<file path="config.mk">
export PLATFORM = sky130hd
export DESIGN_NAME = annexb_nal_unit_extractor_unit
export DESIGN_NICKNAME = d
export VERILOG_FILES = /design/src/anx_pkg.sv /design/src/annexb_nal_unit_extractor_unit.sv /design/src/anx_front.sv /design/src/anx_desc_fifo.sv /design/src/anx_back.sv
export VERILOG_INCLUDE_DIRS = /design/src /design/src/src
export SDC_FILE = /design/constraint.sdc
export NUM_CORES = 1
export LEC_CHECK = 0
export BUFFER_PORTS_ARGS = -buffer_cell sky130_fd_sc_hd__buf_4
export CORE_ASPECT_RATIO = 1.25
export CORE_MARGIN = 2
export CORE_UTILIZATION = 55
export DETAILED_ROUTE_END_ITERATION = 10
export GPL_TIMING_DRIVEN = 0
export MAX_ROUTING_LAYER = met4
export PLACE_DENSITY = 0.75
export RECOVER_POWER = 25
export SYNTH_ARGS = -nofsm -noshare
export SYNTH_HDL_FRONTEND = slang
export SYNTH_SLANG_ARGS = --single-unit
</file>
<file path="constraint.sdc">
create_clock -name clock -period 4.62 [get_ports clock]
set_input_delay 0.462 -clock clock [delete_from_list [all_inputs] [get_ports clock]]
set_output_delay 0.462 -clock clock [all_outputs]
set_load 0.005 [all_outputs]
</file>
<file path="src/annexb_nal_unit_extractor_unit_assert.svh">
// Assertion macros shared by the NAL unit extractor RTL.
// Included by files that carry concurrent assertions; no other dependencies.
`ifndef ANNEXB_NAL_UNIT_EXTRACTOR_UNIT_ASSERT_SVH
`define ANNEXB_NAL_UNIT_EXTRACTOR_UNIT_ASSERT_SVH

// Checked on every rising edge outside reset
`define ANX_ASSERT(lbl, prop, msg) \
   lbl: assert property (@(posedge clock) disable iff (reset) (prop)) else $error(msg);

// Checked on every rising edge, reset included
`define ANX_ASSERT_ALWAYS(lbl, prop, msg) \
   lbl: assert property (@(posedge clock) (prop)) else $error(msg);

`endif

</file>
<file path="src/anx_pkg.sv">
// Shared types and constants for the Annex B NAL unit extractor.
// No dependencies; imported by every module of the block.
package anx_pkg;

   // Parser phase
   typedef enum logic [1:0] {
      PH_SEEK    = 2'd0,
      PH_UNIT    = 2'd1,
      PH_DISCARD = 2'd2
   } phase_type;

   // Byte values of interest in an Annex B stream
   localparam logic [7:0] ZERO_BYTE  = 8'h00;
   localparam logic [7:0] START_BYTE = 8'h01;
   localparam logic [7:0] EPB_BYTE   = 8'h03;

   // Bit positions in rsp_tuser
   localparam int USER_HAS_BYTE  = 0;
   localparam int USER_UNIT_END  = 1;
   localparam int USER_BAD_START = 2;
   localparam int USER_W         = 3;

   // Work descriptor for one input byte: results are emitted in the order
   // held zeros, payload byte, then end-of-unit marks or the error mark.
   typedef struct packed {
      logic [1:0] zeros;
      logic       has_byte;
      logic [7:0] data;
      logic [1:0] ends;
      logic       bad;
   } desc_type;

   // Descriptor queue status
   typedef struct packed {
      logic full;
      logic empty;
   } qstat_type;

endpackage

</file>
<file path="src/annexb_nal_unit_extractor_unit.sv">
// Top level of the Annex B NAL unit extractor.
// Depends on anx_pkg, anx_front, anx_desc_fifo and anx_back.
//
// Parses an Annex B byte stream arriving one byte per req transaction
// (req_tlast on the final byte of the stream) and returns NAL unit payload with
// emulation prevention bytes removed, a unit_end transaction after each unit,
// and a single bad_start transaction if the stream does not open with a valid
// start code, or if the zero run that ends a unit is not followed by one (the
// rest of that stream is then dropped). One byte is accepted per cycle while
// the queue has room; each byte yields zero to four results, and results leave
// at one per cycle from the output register while rsp_tready is high, so a byte
// with several results (held zeros flushed together with a payload byte, or a
// closed unit) holds the result side until all of them have left. A
// QUEUE_DEPTH-entry descriptor queue absorbs such bursts; req_tready drops only
// when that queue is full. The last result of each input byte carries rsp_tlast.
module annexb_nal_unit_extractor_unit
   import anx_pkg::*;
#(
   parameter int QUEUE_DEPTH = 4
)
(
   input  logic              clock,
   input  logic              reset,
   input  logic              req_tvalid,
   output logic              req_tready,
   input  logic [7:0]        req_tdata,   // [7:0] in_byte
   input  logic              req_tlast,   // end_of_stream
   output logic              rsp_tvalid,
   input  logic              rsp_tready,
   output logic [7:0]        rsp_tdata,   // [7:0] out_byte
   output logic [USER_W-1:0] rsp_tuser,   // [0] has_byte, [1] unit_end, [2] bad_start
   output logic              rsp_tlast    // last_result
);

   qstat_type qstat;
   logic      push_valid;
   desc_type  push_desc;
   desc_type  head_desc;
   logic      pop;

   // Start-code tracking and descriptor build
   anx_front u_front (
      .clock      (clock),
      .reset      (reset),
      .req_tvalid (req_tvalid),
      .req_tready (req_tready),
      .req_tdata  (req_tdata),
      .req_tlast  (req_tlast),
      .qstat      (qstat),
      .push_valid (push_valid),
      .push_desc  (push_desc)
   );

   // Descriptor queue
   anx_desc_fifo #(
      .DEPTH (QUEUE_DEPTH)
   ) u_fifo (
      .clock      (clock),
      .reset      (reset),
      .push_valid (push_valid),
      .push_desc  (push_desc),
      .pop        (pop),
      .head_desc  (head_desc),
      .qstat      (qstat)
   );

   // Result expansion and output register
   anx_back u_back (
      .clock      (clock),
      .reset      (reset),
      .head_desc  (head_desc),
      .qstat      (qstat),
      .pop        (pop),
      .rsp_tvalid (rsp_tvalid),
      .rsp_tready (rsp_tready),
      .rsp_tdata  (rsp_tdata),
      .rsp_tuser  (rsp_tuser),
      .rsp_tlast  (rsp_tlast)
   );

endmodule

</file>
<file path="src/anx_front.sv">
// Front end: accepts stream bytes, tracks start-code state, builds descriptors.
// Depends on anx_pkg.
module anx_front
   import anx_pkg::*;
(
   input  logic       clock,
   input  logic       reset,
   input  logic       req_tvalid,
   output logic       req_tready,
   input  logic [7:0] req_tdata,   // [7:0] in_byte
   input  logic       req_tlast,   // end_of_stream
   input  qstat_type  qstat,
   output logic       push_valid,
   output desc_type   push_desc
);

   phase_type  phase_ff, phase_in;
   logic [1:0] zrun_ff, zrun_in;
   logic       accept;
   logic       eos;
   logic [7:0] b;
   logic       zrun_sat;
   desc_type   desc;

   assign b          = req_tdata;
   assign eos        = req_tlast;
   assign zrun_sat   = zrun_ff[1];
   assign req_tready = !qstat.full;
   assign accept     = req_tvalid && req_tready;

   // Next phase and zero count
   always_comb begin
      phase_in = phase_ff;
      zrun_in  = zrun_ff;
      unique case (phase_ff)
         PH_SEEK: begin
            if (b == ZERO_BYTE) begin
               zrun_in = zrun_sat ? zrun_ff : zrun_ff + 2'd1;
            end else if (zrun_sat && b == START_BYTE) begin
               phase_in = PH_UNIT;
               zrun_in  = 2'd0;
            end else begin
               phase_in = PH_DISCARD;
               zrun_in  = 2'd0;
            end
         end
         PH_UNIT: begin
            if (zrun_sat) begin
               if (b == ZERO_BYTE) begin
                  phase_in = PH_SEEK;
                  zrun_in  = 2'd2;
               end else begin
                  zrun_in = 2'd0;
               end
            end else if (b == ZERO_BYTE && !eos) begin
               zrun_in = zrun_ff + 2'd1;
            end else begin
               zrun_in = 2'd0;
            end
         end
         default: ;
      endcase
      // stream end starts over
      if (eos) begin
         phase_in = PH_SEEK;
         zrun_in  = 2'd0;
      end
   end

   // Descriptor for the current byte
   always_comb begin
      desc = '0;
      unique case (phase_ff)
         PH_SEEK: begin
            if (b == ZERO_BYTE) begin
               desc = '0;
            end else if (zrun_sat && b == START_BYTE) begin
               desc.ends = {1'b0, eos};
            end else begin
               desc.bad = 1'b1;
            end
         end
         PH_UNIT: begin
            if (zrun_sat) begin
               if (b == ZERO_BYTE) begin
                  desc.ends = 2'd1;
               end else if (b == START_BYTE) begin
                  desc.ends = eos ? 2'd2 : 2'd1;
               end else begin
                  desc.zeros    = 2'd2;
                  desc.has_byte = (b != EPB_BYTE);
                  desc.data     = b;
                  desc.ends     = {1'b0, eos};
               end
            end else if (b == ZERO_BYTE && !eos) begin
               desc = '0;
            end else begin
               desc.zeros    = zrun_ff;
               desc.has_byte = 1'b1;
               desc.data     = b;
               desc.ends     = {1'b0, eos};
            end
         end
         default: ;
      endcase
   end

   // Only bytes that cause results enter the queue
   assign push_desc  = desc;
   assign push_valid = accept &&
      (desc.zeros != 2'd0 || desc.has_byte || desc.ends != 2'd0 || desc.bad);

   always_ff @(posedge clock) begin
      if (reset) begin
         phase_ff <= PH_SEEK;
         zrun_ff  <= 2'd0;
      end else if (accept) begin
         phase_ff <= phase_in;
         zrun_ff  <= zrun_in;
      end
   end

endmodule

</file>
<file path="src/anx_desc_fifo.sv">
// Descriptor queue between the front end and the result expander.
// Depends on anx_pkg and the assertion macro header.
`include "annexb_nal_unit_extractor_unit_assert.svh"

module anx_desc_fifo
   import anx_pkg::*;
#(
   parameter int DEPTH = 4
)
(
   input  logic      clock,
   input  logic      reset,
   input  logic      push_valid,
   input  desc_type  push_desc,
   input  logic      pop,
   output desc_type  head_desc,
   output qstat_type qstat
);

   localparam int PTR_W = (DEPTH > 1) ? $clog2(DEPTH) : 1;
   localparam int CNT_W = $clog2(DEPTH + 1);
   localparam logic [PTR_W-1:0] LAST_PTR  = PTR_W'(DEPTH - 1);
   localparam logic [CNT_W-1:0] FULL_CNT  = CNT_W'(DEPTH);

   desc_type         queue_ff [DEPTH];
   logic [PTR_W-1:0] wr_ptr_ff, wr_ptr_in;
   logic [PTR_W-1:0] rd_ptr_ff, rd_ptr_in;
   logic [CNT_W-1:0] count_ff, count_in;
   logic             wr_en, rd_en;

   assign qstat.full  = (count_ff == FULL_CNT);
   assign qstat.empty = (count_ff == '0);
   assign wr_en       = push_valid && !qstat.full;
   assign rd_en       = pop && !qstat.empty;
   assign head_desc   = queue_ff[rd_ptr_ff];

   // Pointer and fill count update
   always_comb begin
      wr_ptr_in = wr_ptr_ff;
      rd_ptr_in = rd_ptr_ff;
      count_in  = count_ff;
      if (wr_en) begin
         wr_ptr_in = (wr_ptr_ff == LAST_PTR) ? '0 : wr_ptr_ff + PTR_W'(1);
      end
      if (rd_en) begin
         rd_ptr_in = (rd_ptr_ff == LAST_PTR) ? '0 : rd_ptr_ff + PTR_W'(1);
      end
      if (wr_en && !rd_en) begin
         count_in = count_ff + CNT_W'(1);
      end else if (rd_en && !wr_en) begin
         count_in = count_ff - CNT_W'(1);
      end
   end

   always_ff @(posedge clock) begin
      if (reset) begin
         wr_ptr_ff <= '0;
         rd_ptr_ff <= '0;
         count_ff  <= '0;
      end else begin
         wr_ptr_ff <= wr_ptr_in;
         rd_ptr_ff <= rd_ptr_in;
         count_ff  <= count_in;
      end
   end

   // Storage
   always_ff @(posedge clock) begin
      if (wr_en) begin
         queue_ff[wr_ptr_ff] <= push_desc;
      end
   end

   `ANX_ASSERT(a_fifo_count_range, count_ff <= FULL_CNT, "descriptor count beyond depth")
   `ANX_ASSERT(a_fifo_no_overflow, !(push_valid && qstat.full), "push into full queue")
   `ANX_ASSERT(a_fifo_no_underflow, !(pop && qstat.empty), "pop from empty queue")
   `ANX_ASSERT_ALWAYS(a_fifo_reset_empty, reset |=> count_ff == '0, "queue not empty after reset")

endmodule

</file>
<file path="src/anx_back.sv">
// Back end: expands queued descriptors into results, one per cycle unless stalled.
// Depends on anx_pkg and the assertion macro header.
`include "annexb_nal_unit_extractor_unit_assert.svh"

module anx_back
   import anx_pkg::*;
(
   input  logic              clock,
   input  logic              reset,
   input  desc_type          head_desc,
   input  qstat_type         qstat,
   output logic              pop,
   output logic              rsp_tvalid,
   input  logic              rsp_tready,
   output logic [7:0]        rsp_tdata,  // [7:0] out_byte
   output logic [USER_W-1:0] rsp_tuser,  // [0] has_byte, [1] unit_end, [2] bad_start
   output logic              rsp_tlast   // last_result
);

   logic [1:0]        step_ff, step_in;
   logic              valid_ff, valid_in;
   logic [7:0]        data_ff, data_in;
   logic [USER_W-1:0] user_ff, user_in;
   logic              last_ff, last_in;
   logic [2:0]        total;
   logic [2:0]        k;
   logic              load;

   assign total = 3'(head_desc.zeros) + 3'(head_desc.has_byte) + 3'(head_desc.ends)
                + 3'(head_desc.bad);
   assign k     = 3'(step_ff);
   assign load  = !qstat.empty && (!valid_ff || rsp_tready);
   assign pop   = load && last_in;

   // Result for the current step of the head descriptor
   always_comb begin
      data_in = ZERO_BYTE;
      user_in = '0;
      last_in = (k == total - 3'd1);
      priority if (k < 3'(head_desc.zeros)) begin
         user_in[USER_HAS_BYTE] = 1'b1;
      end else if (head_desc.has_byte && k == 3'(head_desc.zeros)) begin
         data_in                = head_desc.data;
         user_in[USER_HAS_BYTE] = 1'b1;
      end else if (head_desc.bad) begin
         user_in[USER_BAD_START] = 1'b1;
      end else begin
         user_in[USER_UNIT_END] = 1'b1;
      end
   end

   // Step counter and output valid
   always_comb begin
      step_in  = step_ff;
      valid_in = valid_ff;
      if (load) begin
         valid_in = 1'b1;
         step_in  = last_in ? 2'd0 : step_ff + 2'd1;
      end else if (rsp_tready) begin
         valid_in = 1'b0;
      end
   end

   always_ff @(posedge clock) begin
      if (reset) begin
         step_ff  <= 2'd0;
         valid_ff <= 1'b0;
      end else begin
         step_ff  <= step_in;
         valid_ff <= valid_in;
      end
   end

   // Output register payload
   always_ff @(posedge clock) begin
      if (load) begin
         data_ff <= data_in;
         user_ff <= user_in;
         last_ff <= last_in;
      end
   end

   assign rsp_tvalid = valid_ff;
   assign rsp_tdata  = data_ff;
   assign rsp_tuser  = user_ff;
   assign rsp_tlast  = last_ff;

   `ANX_ASSERT(a_back_one_kind, valid_ff |-> $onehot(user_ff), "result has no single kind")
   `ANX_ASSERT(a_back_byte_zero, (valid_ff && !user_ff[USER_HAS_BYTE]) |-> data_ff == ZERO_BYTE,
      "non-byte result carries data")
   `ANX_ASSERT(a_back_bad_last, (valid_ff && user_ff[USER_BAD_START]) |-> last_ff,
      "error result not last of its byte")
   `ANX_ASSERT(a_back_step_range, !qstat.empty |-> k < total, "step beyond descriptor")

endmodule
</file>
==> After elaboration in Yosys (flattened, before gate mapping) <==
Memory sizes are Yosys's and may differ from the RTL's. A register that Yosys moved wholly into a read port is not among the register bits.
Cells that the tools add are included.
{ "word_totals": {"register_bits": 26, "latch_bits": 0, "mem_bits_rw": 56, "rom_bits": 0, "in_bits": 13, "output_inout_bits": 14, "word_cells": 109, "memories": 1} }
{ "classes": {"addsub": 10, "mul": 0, "div_mod_pow": 0, "magnitude_cmp": 1, "eq_ne": 12, "shifts": 0, "n_mux": 38, "n_bitwise": 1, "n_reduce_logical": 34} }
{ "mem_list": {"columns": ["memory", "depth", "word_bits", "read_ports", "rd_clocked_by_memory_dff", "write_ports", "line_no", "rtl"], "rows": [
  ["u_fifo.queue_ff", 4, 14, 1, 1, 1, "anx_desc_fifo.sv:25", "desc_type queue_ff [DEPTH];"]
]} }
{ "op_table": {"columns": ["operator", "count"], "rows": [
  ["2-to-1 mux 2 bit", 19],
  ["case mux 14 bit (2 select lines)", 1],
  ["2-to-1 mux 11 bit", 2],
  ["2-to-1 mux 13 bit", 1],
  ["2-to-1 mux 12 bit", 1],
  ["logical AND 1 bit", 11],
  ["2-to-1 mux 1 bit", 9],
  ["2-to-1 mux 3 bit", 3],
  ["adder 2 x 1 -> 2 bit (second input constant)", 4],
  ["== test 8 x 1 -> 1 bit (second input constant)", 1],
  ["zero test 8 bit", 1],
  ["inequality test 8 x 2 -> 1 bit (second input constant)", 1],
  ["case mux 2 bit (2 select lines)", 2],
  ["nonzero test 2 bit", 4],
  ["zero test 1 bit", 6],
  ["inequality test 3 x 2 -> 1 bit (second input constant)", 2],
  ["subtractor 3 x 1 -> 3 bit (second input constant)", 2],
  ["AND reduction 5 bit", 1],
  ["== test 2 bit (second input constant)", 2],
  ["logical OR 1 bit", 4],
  ["inequality test 4 bit (second input constant)", 1],
  ["OR reduction 2 bit", 2],
  ["adder 2 x 1 -> 3 bit", 1],
  ["adder 3 x 1 -> 3 bit", 1],
  ["other kinds (14)", 14]
]} }

==> Logic depth before layout (Yosys ltp) <==
Gate-level depths: netlist of the first run.
{ "depth": {"depth_word": 15, "depth_mapped": 17, "ltp_nobuf": 16} }

==> By module <==
From an unflattened synthesis of the first run, not the netlist that was laid out.
{ "unflattened": {"cells_unflattened": 270, "area_unflattened_um2": 3883.7} }
{ "by_module_without_submodules": {"columns": ["mod", "instances", "cells_per_inst", "area_per_inst_um2", "seq_area_each_um2"], "rows": [
  ["anx_desc_fifo", 1, 123, 2521.2, 1861.8],
  ["anx_back", 1, 63, 757.0, 420.4],
  ["anx_front", 1, 84, 605.6, 80.1]
]} }

==> Least setup slack after synthesis of the first run <==
No wires, ideal clock.
{ "synth_path": {"path_type": "reg2reg", "startpoint": "reg (tool-made name)", "endpoint": "reg u_fifo.count_ff[2]", "arrival_ps": 3744, "required_time_ps": 4549, "setup_slack_ps": 806, "path_stages_with_launch": 18, "n_path_buf": 1, "synth_period_minus_slack_ps": 3814, "path_cell_list": "dfxtp_1 -> buf_2 -> mux4_2 -> inv_1 -> ha_1 -> fa_1 -> inv_1 -> fa_1 -> xnor2_1 -> nand3_1 -> inv_1 -> nand2_1 -> ha_1 -> inv_1 -> fa_1 -> xor2_1 -> or3_1 -> a21oi_1"} }
{ "synth_rtl": {"columns": ["element", "line_no", "rtl"], "rows": [
  ["end signal: assignment", "anx_desc_fifo.sv:63", "count_ff <= count_in;"],
  ["end: declaration", "anx_desc_fifo.sv:28", "logic [CNT_W-1:0] count_ff, count_in;"]
]} }

==> impl_metrics.env, run 1 <==
export IMPL_coreArea_mm2=0.006849
export IMPL_rows=34
export IMPL_ys_types=52
export IMPL_startpoint_type="flop"
export IMPL_syn_area_per_cell_um2=14.31
export IMPL_clk_pin_slew_ns=0.08
export IMPL_fmax_mhz=246.1
export IMPL_cts_sinks=84
export IMPL_wl_um=6228
export IMPL_synth_edf_count=68
export IMPL_syn_area_mm2=0.003835
export IMPL_grt_pass1_wl_um=10380
export IMPL_async_flop_share=0
export IMPL_relSlewSlack=0.4896
export IMPL_via_per_inst=5.529
export IMPL_drc=0
export IMPL_drt_initial_drc_count=122
export IMPL_numPortBuffers=25
export IMPL_syn_inst=268
export IMPL_hold_buffers=0
export IMPL_reg2reg_depth=17
export IMPL_status="finished clean"
export IMPL_ys_flop_type="edfxtp_1"
export IMPL_clock_skew_final_ns=0.009577
export IMPL_timing_rr_end="u_fifo.count_ff[2]"
export IMPL_p_leak_uw=0.001590
export IMPL_drive_above_1_share=0.2233
export IMPL_critPathKind="flop to flop"
export IMPL_ys_seq_area_frac=0.6160
export IMPL_track_usage=0.1891
export IMPL_rrSetupSlack_ns=0.56
export IMPL_hpwl_um=4585
export IMPL_rsz0062_at_grt="no"
export IMPL_wl_per_cell_um=15.61
export IMPL_grt_max_degree=16
export IMPL_yosysWarnings=0
export IMPL_fin_tns_setup_ns=0
export IMPL_cts_resized=0
export IMPL_clk_latency_ns=0.35
export IMPL_power_uw=2174
export IMPL_hold_class="primary input to flop"
export IMPL_n_antenna_cell=0
export IMPL_synth_nets=296
export IMPL_ios=27
export IMPL_grt_pass1_vias=2112
export IMPL_grt_overflow=0
export IMPL_power_density_mw_per_mm2=501.1
export IMPL_die_y_um=97.36
export IMPL_via_count=2206
export IMPL_antenna_left=0
export IMPL_cap_violations=0
export IMPL_syn_to_final_growth_pct=13.15
export IMPL_firstDrtPassIters=4
export IMPL_crit_fanout=5
export IMPL_worst_pin_slew_ns=0.7586
export IMPL_htreeDepth=3
export IMPL_mostFrequentLayoutCells="68 x edfxtp_1, 25 x inv_1, 16 x dfxtp_1"
export IMPL_min_period_over_period=0.8796
export IMPL_cts_root_buf="clkbuf_8"
export IMPL_gp_congestion=0.8484
export IMPL_vdd_drop_max_v=0.0002487
export IMPL_tritoncts="built"
export IMPL_die_w_um=78.69
export IMPL_nets=332
export IMPL_worstSetupEndpointType="flop"
export IMPL_cts_made_buffers=9
export IMPL_synth_seq_cells=84
export IMPL_min_from="reset"
export IMPL_crit_end="u_fifo.count_ff[2]"
export IMPL_die_area_mm2=0.007661
export IMPL_crit_arrival_ns=4.35
export IMPL_antenna_found_initial=0
export IMPL_hold_viol=0
export IMPL_required_ns=4.90
export IMPL_slew_violations=0
export IMPL_final_setup_viol_count=0
export IMPL_cts_setup_buffers=0
export IMPL_period_needed_ns=4.064
export IMPL_clk_path_buf_depth=2
export IMPL_initial_utilization=0.5599
export IMPL_final_common_cell="edfxtp_1"
per-stage QoR:
step	worst slack, ns	area, um2	util	hold slack [ns]	std cells
final	0.5561	4339	0.6335	0.3312	399
after global routing	0.2732	4339	0.6335	0.3295	399
after CTS	0.5288	4364	0.6372	0.3139	399
after detailed placement	0.5567	4135	0.6038	0.4846	383
after global placement	0.5758	4135	0.6038	0.4564	383
after floorplan	0.8058	3835	-	0.4616	268
worst min-delay path by stage:
stage | endpoint | slack [ns] | depth (start not counted)
2_1_floorplan | u_back.rsp_tvalid | 0.46 | 2
3_3_place_gp | u_back.rsp_tvalid | 0.46 | 2
3_5_place_dp | u_back.rsp_tvalid | 0.48 | 2
4_1_cts | u_front.zrun_ff[0] | 0.31 | 2
5_1_grt | u_front.zrun_ff[0] | 0.33 | 2
6_report | u_front.zrun_ff[0] | 0.33 | 2
flip-flops by register name, indices dropped and copies added (netlist names), named ones only:
| signal | count |
|---|---|
| u_fifo.wr_ptr_ff | 2 |
| u_back.rsp_tuser | 3 |
| u_back.step_ff | 2 |
| u_back.rsp_tlast | 1 |
| u_back.rsp_tvalid | 1 |
| u_fifo.rd_ptr_ff | 2 |
| u_fifo.queue_ff | 56 |
| u_front.phase_ff | 2 |
| u_back.rsp_tdata | 8 |
| u_fifo.count_ff | 3 |
| u_front.zrun_ff | 2 |
cell type report:
class | instances | area [um2]
clock inverters | 1 | 8.758
clock buffers | 15 | 220.2
flip-flops and latches | 84 | 2362
fillers | 518 | 2510
multi-input cells | 147 | 1301
inverters | 25 | 93.84
repair buffers | 25 | 187.7
well taps | 90 | 112.6
plain buffers | 12 | 52.55
power by group:
part           switching, uW  internal, uW
clock network            246           310
logic                    318           290
registers               43.2           967
total                    607          1570
cell families after synthesis:
group	synth area share
mux	0.09037
simple gates	0.1282
xor+xnor	0.01142
buf+inv	0.04045
fa+ha+maj	0.05481
flops	0.6160
compound gates	0.05873
per-layer routing:
metal,share of wire,vias to the layer above,GRT usage
met5,0,-,-
met4,0.018,0,0.09447
met1,0.41,1063,0.2250
met3,0.045,7,0.03346
li1,-,1077,-
met2,0.53,59,0.3090
Yosys cell counts, types with 4 or more instances:
master / n / area, um2
o21ai_0: 7 / 35.03
edfxtp_1: 68 / 2042
inv_1: 25 / 93.84
nor2_1: 10 / 37.54
mux4_2: 14 / 315.3
nand3_1: 7 / 35.03
ha_1: 12 / 150.1
dfxtp_1: 16 / 320.3
nand2_1: 7 / 26.28
nor2b_1: 11 / 68.82
nand4_1: 4 / 25.02
buf_2: 7 / 35.03
a21oi_1: 10 / 50.05
and2_1: 9 / 56.30
clkbuf_1: 4 / 15.01
nor3_1: 8 / 40.04
critical path, cell delays in order (launching register included):
cell     delay [ns]
dfxtp_1        0.31
buf_2          0.18
mux4_2         0.53
inv_1          0.09
ha_1           0.26
fa_1           0.42
inv_1          0.07
fa_1           0.42
xnor2_1        0.15
nand3_1        0.16
inv_1          0.10
nand2_1        0.09
ha_1           0.19
inv_1          0.06
fa_1           0.37
xor2_1         0.16
or3_1          0.31
a21oi_1        0.14
(Power assumes the default switching activity.)
==> inputs of run 2 (changes only) <==
--- a/config.mk
+++ b/config.mk
@@ -13,7 +13,7 @@
 export DETAILED_ROUTE_END_ITERATION = 10
 export GPL_TIMING_DRIVEN = 0
 export MAX_ROUTING_LAYER = met4
-export PLACE_DENSITY = 0.75
+export PLACE_DENSITY_LB_ADDON = 0.3
 export RECOVER_POWER = 25
 export SYNTH_ARGS = -nofsm -noshare
 export SYNTH_HDL_FRONTEND = slang
==> run 2 against run 1 <==
Net effect: cell count unchanged; maximum frequency decreased by 1.1%; setup slack got worse by 0.046 ns; sequential share of layout area increased by 0.47 points; clock skew increased by 0.0011 ns; clock power decreased by 9.9%; register-to-register slack got worse by 0.05 ns; critical endpoint unchanged; largest cell class unchanged.
==> impl_metrics.env, run 2 (same netlist as run 1, synthesis figures left out) <==
export IMPL_design_area_mm2=0.004302
export IMPL_hold_buffers=0
export IMPL_via_count=2189
export IMPL_crit_fanout=5
export IMPL_required_ns=4.90
export IMPL_fillers=530
export IMPL_track_usage=0.1825
export IMPL_firstDrtPassIters=5
export IMPL_startpoint_type="flop"
export IMPL_cts_setup_buffers=0
export IMPL_worst_pin_slew_ns=0.8401
export IMPL_hpwl_um=4442
export IMPL_clk_path_buf_depth=2
export IMPL_grt_pass1_wl_um=10230
export IMPL_clock_skew_final_ns=0.01067
export IMPL_cts_made_buffers=9
export IMPL_period_needed_ns=4.110
export IMPL_final_setup_viol_count=0
export IMPL_via_per_inst=5.486
export IMPL_syn_to_final_growth_pct=12.17
export IMPL_cts_root_buf="clkbuf_8"
export IMPL_n_antenna_cell=0
export IMPL_drt_initial_drc_count=102
export IMPL_worstSetupEndpointType="flop"
export IMPL_final_core_util=0.6281
export IMPL_cts_sinks=84
export IMPL_coreArea_mm2=0.006849
export IMPL_grt_max_degree=16
export IMPL_wl_per_cell_um=15.39
export IMPL_mostFrequentLayoutCells="68 x edfxtp_1, 25 x inv_1, 16 x dfxtp_1"
export IMPL_grt_overflow=0
export IMPL_final_common_cell="edfxtp_1"
export IMPL_holdWs_ns=0.3327
export IMPL_antenna_left=0
export IMPL_cap_violations=0
export IMPL_antenna_found_initial=0
export IMPL_crit_path_max_incr_delay_ns=0.53
export IMPL_wl_um=6142
export IMPL_vdd_drop_max_v=0.0002234
export IMPL_power_density_mw_per_mm2=493.3
export IMPL_initial_utilization=0.5599
export IMPL_clk_pin_slew_ns=0.09
export IMPL_fmax_mhz=243.3
export IMPL_status="finished clean"
export IMPL_gp_congestion=0.8607
export IMPL_drive_above_1_share=0.2265
export IMPL_die_y_um=97.36
export IMPL_crit_path_cell_trace="buf_2 -> mux4_2 -> inv_1 -> ha_1 -> fa_1 -> inv_1 -> fa_1 -> xnor2_1 -> nand3_1 -> inv_1 -> nand2_1 -> ha_1 -> inv_1 -> fa_1 -> xor2_1 -> or3_1 -> a21oi_1"
export IMPL_cpMostUsedCell="inv_1"
export IMPL_critPathKind="flop to flop"
export IMPL_crit_arrival_ns=4.39
export IMPL_largest_register_ff_count=56
export IMPL_min_period_over_period=0.8895
export IMPL_relSlewSlack=0.4347
export IMPL_drc=0
export IMPL_die_area_mm2=0.007661
export IMPL_slew_violations=0
export IMPL_largest_register="u_fifo.queue_ff"
export IMPL_ios=27
export IMPL_rows=34
export IMPL_grt_pass1_vias=2201
export IMPL_cp_slowest_cell="mux4_2"
export IMPL_clk_latency_ns=0.34
export IMPL_nets=332
export IMPL_die_w_um=78.69
export IMPL_numPortBuffers=25
export IMPL_hold_class="primary input to flop"
export IMPL_tritoncts="built"
export IMPL_hold_viol=0
export IMPL_rsz0062_at_grt="no"
export IMPL_cts_resized=0
export IMPL_placed_cell_area_mm2=0.004135
export IMPL_htreeDepth=3
export IMPL_fin_tns_setup_ns=0
export IMPL_p_leak_uw=0.001566
[run 2: cell type report]
cell class              instances  area (um2)  area share
multi-input cells             147        1301      0.3025
clock buffers                  10       127.6     0.02967
inverters                      25       93.84     0.02181
flip-flops and latches         84        2362      0.5492
plain buffers                  12       52.55     0.01222
repair buffers                 25       187.7     0.04363
well taps                      90       112.6     0.02618
clock inverters                 6       63.81     0.01483
[run 2: where the power goes]
part | switching (uW) | internal (uW)
Combinational | 321 | 290
Clock | 251 | 250
Sequential | 42.7 | 967
[run 2: path summary, 6_finish.rpt]
kind	from	to	slack (ns)	depth (start not counted)
worst max-delay path	flop	u_fifo.count_ff[2]	0.51	17
worst min-delay path	reset	u_front.zrun_ff[0]	0.33	2
worst max register to register	flop	u_fifo.count_ff[2]	0.51	17
worst min register to register	u_back.rsp_tvalid	u_back.rsp_tvalid	0.48	2
[run 2: layer usage]
metal | track usage | wire [um]
met2 | 0.3090 | 3236
met4 | 0.06883 | 71
met1 | 0.2061 | 2619
met3 | 0.04833 | 216
met5 | - | 0
[run 2: metrics by stage]
step / setup slack (ns) / cells / power, uW
after floorplan: 0.8058 / 268 / 1457
after global placement: 0.5656 / 383 / 1636
after detailed placement: 0.5236 / 383 / 1657
after CTS: 0.4970 / 399 / 2157
after global routing: 0.2414 / 399 / 2264
final: 0.5105 / 399 / 2122
[run 2: worst max-delay path: cells and delay by family (launching register included)]
| kind | cells | cell delay, ns |
|---|---|---|
| adder cells (fa/ha/maj) | 5 | 1.66 |
| AND/OR/NAND/NOR | 3 | 0.58 |
| multiplexers | 1 | 0.53 |
| buffers and inverters | 5 | 0.51 |
| flip-flops | 1 | 0.31 |
| XOR/XNOR | 2 | 0.30 |
| AO/OA/AOI/OAI | 1 | 0.13 |
